### config.mk
export PLATFORM = sky130hd
export DESIGN_NAME = svpwm_queue
export DESIGN_NICKNAME = d
export VERILOG_FILES = /design/src/rtl/svpwm_pkg.sv /design/src/rtl/svpwm_queue.sv
export SDC_FILE = /design/constraint.sdc
export NUM_CORES = 1
export LEC_CHECK = 0
export BUFFER_PORTS_ARGS = -buffer_cell sky130_fd_sc_hd__buf_2
export CAP_MARGIN = 20
export CORE_ASPECT_RATIO = 2
export CORE_UTILIZATION = 40
export DETAILED_ROUTE_END_ITERATION = 16
export SLEW_MARGIN = 10
export SYNTH_ARGS = -nofsm -noshare
export SYNTH_HDL_FRONTEND = slang
export SYNTH_SLANG_ARGS = --single-unit
### constraint.sdc
create_clock -name clk -period 17.7 [get_ports clk]
set_input_delay 1.77 -clock clk [delete_from_list [all_inputs] [get_ports clk]]
set_output_delay 1.77 -clock clk [all_outputs]
set_load 0.05 [all_outputs]
### src/rtl/svpwm_pkg.sv
// ----------------------------------------------------------------------------
// svpwm_pkg
// Types and constants shared by the svpwm timing block.
// ----------------------------------------------------------------------------
package svpwm_pkg;

	localparam logic [16:0] SQRT3_Q16   = 17'd113512;
	localparam logic [14:0] DUTY_CAP    = 15'd26214;
	localparam logic [15:0] PEAK_RESET  = 16'd1000;
	localparam logic [14:0] FRAC_RESET  = 15'd26214;

	localparam logic        REG_PEAK    = 1'b0;
	localparam logic        REG_FRAC    = 1'b1;

	localparam logic [4:0]  QBITS_NORM  = 5'd16;
	localparam logic [4:0]  QBITS_LIM   = 5'd29;

	localparam logic [2:0]  SECTOR_1    = 3'd1;
	localparam logic [2:0]  SECTOR_2    = 3'd2;
	localparam logic [2:0]  SECTOR_3    = 3'd3;
	localparam logic [2:0]  SECTOR_4    = 3'd4;
	localparam logic [2:0]  SECTOR_5    = 3'd5;
	localparam logic [2:0]  SECTOR_6    = 3'd6;

	// one classified item waiting for the divider
	typedef struct packed {
		logic [2:0]         sector;
		logic               zb;
		logic               lim;
		logic [15:0]        va;
		logic [15:0]        vb;
		logic [15:0]        peak;
		logic [30:0]        mq;
		logic [34:0]        dvsr;
		logic [62:0]        n1;
		logic [62:0]        n2;
		logic [62:0]        n3;
	} job_t;

endpackage

### src/rtl/svpwm_queue.sv
// ----------------------------------------------------------------------------
// svpwm_queue
// Short FIFO of classified items between the front and the divider.
// ----------------------------------------------------------------------------
module svpwm_queue import svpwm_pkg::*; #(
	parameter int DEPTH = 2
) (
	input  logic clk,
	input  logic arst_n,
	input  logic push,
	input  job_t push_data,
	input  logic pop,
	output job_t pop_data,
	output logic full,
	output logic empty
);

	localparam int AW = (DEPTH > 1) ? $clog2(DEPTH) : 1;
	localparam int CW = $clog2(DEPTH + 1);

	job_t          mem_q [DEPTH];
	logic [AW-1:0] wr_q, rd_q;
	logic [CW-1:0] cnt_q;

	assign full     = (cnt_q == CW'(DEPTH));
	assign empty    = (cnt_q == '0);
	assign pop_data = mem_q[rd_q];

	always_ff @(posedge clk) begin
		if (push)
			mem_q[wr_q] <= push_data;
	end

	always_ff @(posedge clk or negedge arst_n) begin
		if (!arst_n) begin
			wr_q  <= '0;
			rd_q  <= '0;
			cnt_q <= '0;
		end else begin
			if (push)
				wr_q <= (wr_q == AW'(DEPTH - 1)) ? '0 : wr_q + 1'b1;
			if (pop)
				rd_q <= (rd_q == AW'(DEPTH - 1)) ? '0 : rd_q + 1'b1;
			if (push && !pop)
				cnt_q <= cnt_q + 1'b1;
			else if (pop && !push)
				cnt_q <= cnt_q - 1'b1;
		end
	end

endmodule

==> results.yml <==
worst_setup_path:
  required_ns: 15.93
  regToRegEndpoint: "mem_q[0][19]"
  rr_worst_depth: 4
  cp-startpoint: "rd_q"
  critPathKind: "reg2out"
  crit_buf_inv: 2
  crit_chain: "buf_4, mux2_2, buf_2"
  cp_top_family: "flip-flops"
  crit_end: "pop_data[154]"
  rrSetupSlack_ns: 13.99
  slowest_delay_ns: 1.11
  cp_num_cells: 3
  crit_path_start_kind: "flip-flop"
  crit_path_end_kind: "output pin"
  critPathSlowestCell: "dfrtp_4"
  r2r-start: "wr_q"
  cp_max_fo: 69
  arrival_ns: 3.35
run_status:
  status: "complete, no violations"
final_layout:
  drive_above_1_share: 0.6084
  n_fill_cell: 4821
  layout_common_cells: "buf_2, edfxtp_1, mux2_2, mux2_4, clkbuf_16"
  fin_area_sq_um: 28450
  final_common_cell: "buf_2"
  area_growth_pct: 24.74
  final_nets: 1940
routing:
  drt-wirelength-per-cell_um: 20.99
  via_per_inst: 4.714
  drc: 0
  drtAntennaViolNets: 0
  drt_wl_total_um: 51080
  drtPass1Iterations: 4
  drt-initial-drc-count: 527
  via_count: 11470
logic_synthesis:
  synthTopCellsByArea: "edfxtp_1, mux2_2, mux2_4"
  netlist.area_leader.share: 0.8111
  synth_top_area_cell: "edfxtp_1"
  ys_types: 15
  syn_area_sq_um: 22810
  synthCells: 974
  yosys_warnings: 0
  syn_nets: 1287
  ys_ff_latch: 620
  postSynthAreaPerCell_sq_um: 23.42
  yosysSeqAreaShare: 0.8154
grt:
  antenna_found_initial: 25
  grt_max_degree: 178
  grt_pass1_vias: 12360
  gr-total-overflow: 0
  grt_pass1_wl_um: 72840
  grtUsageTotal: 0.1706
pwr:
  cellLeakagePower_nw: 10.86
  power_density_nw_per_um2: 191.8
  vdd_ir_drop_max_uv: 145.6
floorplanning:
  start_util: 0.4049
  die_h_um: 339.7
  core_area_sq_um: 56330
  die_area_sq_um: 58030
  io_pins: 622
  row_count: 123
  die_x_um: 170.8
timing:
  max_freq_ghz: 0.1952
  clock_skew_ns: 0.01331
  tightest_slew_ns: 1.395
  setup_viol: 0
  min_period_ns: 5.124
  rsz0062_at_grt: "false"
  fin_setup_tns_ns: 0
  slew_headroom: 0.06989
  final_hold_viol_count: 0
  maxSlewViolCount: 0
  period_share: 0.2895
clock_network:
  path_clk_slew_ns: 0.06
  cts_buffer_depth: 3
  ctsResizeCount: 0
  insertion_delay_ns: 0.59
  postCtsHoldBufs: 0
  cts_sinks: 620
  cts_tree: "yes"
  cts_made_buffers: 53
  cts_root_buf: "clkbuf_16"
  cts_setup_buffers: 0
  h-tree-depth: 2
placed_design:
  gp_congestion: 0.8011
  placed_cell_area_sq_um: 26680
  place_hpwl_um: 35450
  port_buffers: 621
run:
  maxCapViolCount: 0
min_path:
  min-delay-path-class: "reg2reg"
[worst min-delay path by stage]
stage	startpoint	to	slack, ns	depth (start not counted)
2_1_floorplan	wr_q	wr_q	0.46	1
3_3_place_gp	cnt_q[1]	cnt_q[1]	0.47	1
3_5_place_dp	cnt_q[1]	cnt_q[1]	0.48	1
4_1_cts	cnt_q[1]	cnt_q[1]	0.50	1
5_1_grt	cnt_q[1]	cnt_q[1]	0.51	1
6_report	cnt_q[1]	cnt_q[1]	0.49	1
[kinds of logic (layout without fill, tap and decap cells)]
logic type,Yosys count,after routing,share of synthesized area
XOR/XNOR,5,5,0.001920
buffers and inverters,35,731,0.01240
flip-flops,620,620,0.8154
AND/OR/NAND/NOR,5,5,0.001152
multiplexers,308,308,0.1685
adder cells (fa/ha/maj),1,1,0.0005485
other,0,13,0
[per-stage QoR]
stage | setup WS [ns] | power (mW) | cells | hold WS, ns | utilization
after detailed placement | 12.55 | 4.357 | 2322 | 0.4800 | 0.4737
after global placement | 12.69 | 4.337 | 2322 | 0.4738 | 0.4737
after CTS | 12.46 | 5.527 | 2420 | 0.4956 | 0.5045
final | 12.58 | 5.457 | 2433 | 0.4863 | 0.5051
after global routing | 12.35 | 5.656 | 2432 | 0.5128 | 0.5050
after floorplan | 1.673 | 3.987 | 974 | 0.4555 | -
[cells in the mapped netlist (all sizes together)]
master and number:
and2 1, buf 34, dfrtp 4, edfxtp 616
ha 1, inv 1, mux2 308, nor2 2
nor2b 2, xnor2 1, xor2 4
[power breakdown]
part           total (mW)  switching, mW  leakage (nW)  internal (mW)
logic                2.25           1.63          4.19          0.623
registers            2.04         0.0921          5.83           1.95
clock network        1.16          0.504         0.840          0.657
total                5.46           2.23          10.9           3.23
[sequential cells by signal, summed over array words and instances, names as in the netlist]
register / count
wr_q: 1
cnt_q: 2
mem_q: 616
rd_q: 1
[area by class of cell]
class	count	area, sq um	share of cell area
antenna	13	32.53	0.001144
inverter	1	3.754	0.0001319
clock buffer	68	1425	0.05009
timing repair buffer	632	3203	0.1126
multi-input combinational	319	3936	0.1384
clock inverter	30	307.8	0.01082
sequential	620	18600	0.6539
tap	750	938.4	0.03299
[layer usage]
metal,vias up,part of all wire,global-route usage
met2,508,0.53,0.3131
met1,5602,0.32,0.1634
li1,5220,-,-
met4,20,0.040,0.08389
met3,119,0.099,0.06366
met5,-,0.0027,0
[worst register-to-register path: cells and delay by family (launching register included)]
family / cells / cell delay (ns)
and+or+nand+nor: 1 / 0.12
buffers and inverters: 3 / 2.68
DFF: 1 / 0.43
No activity file was read; power rests on OpenSTA's default activity.
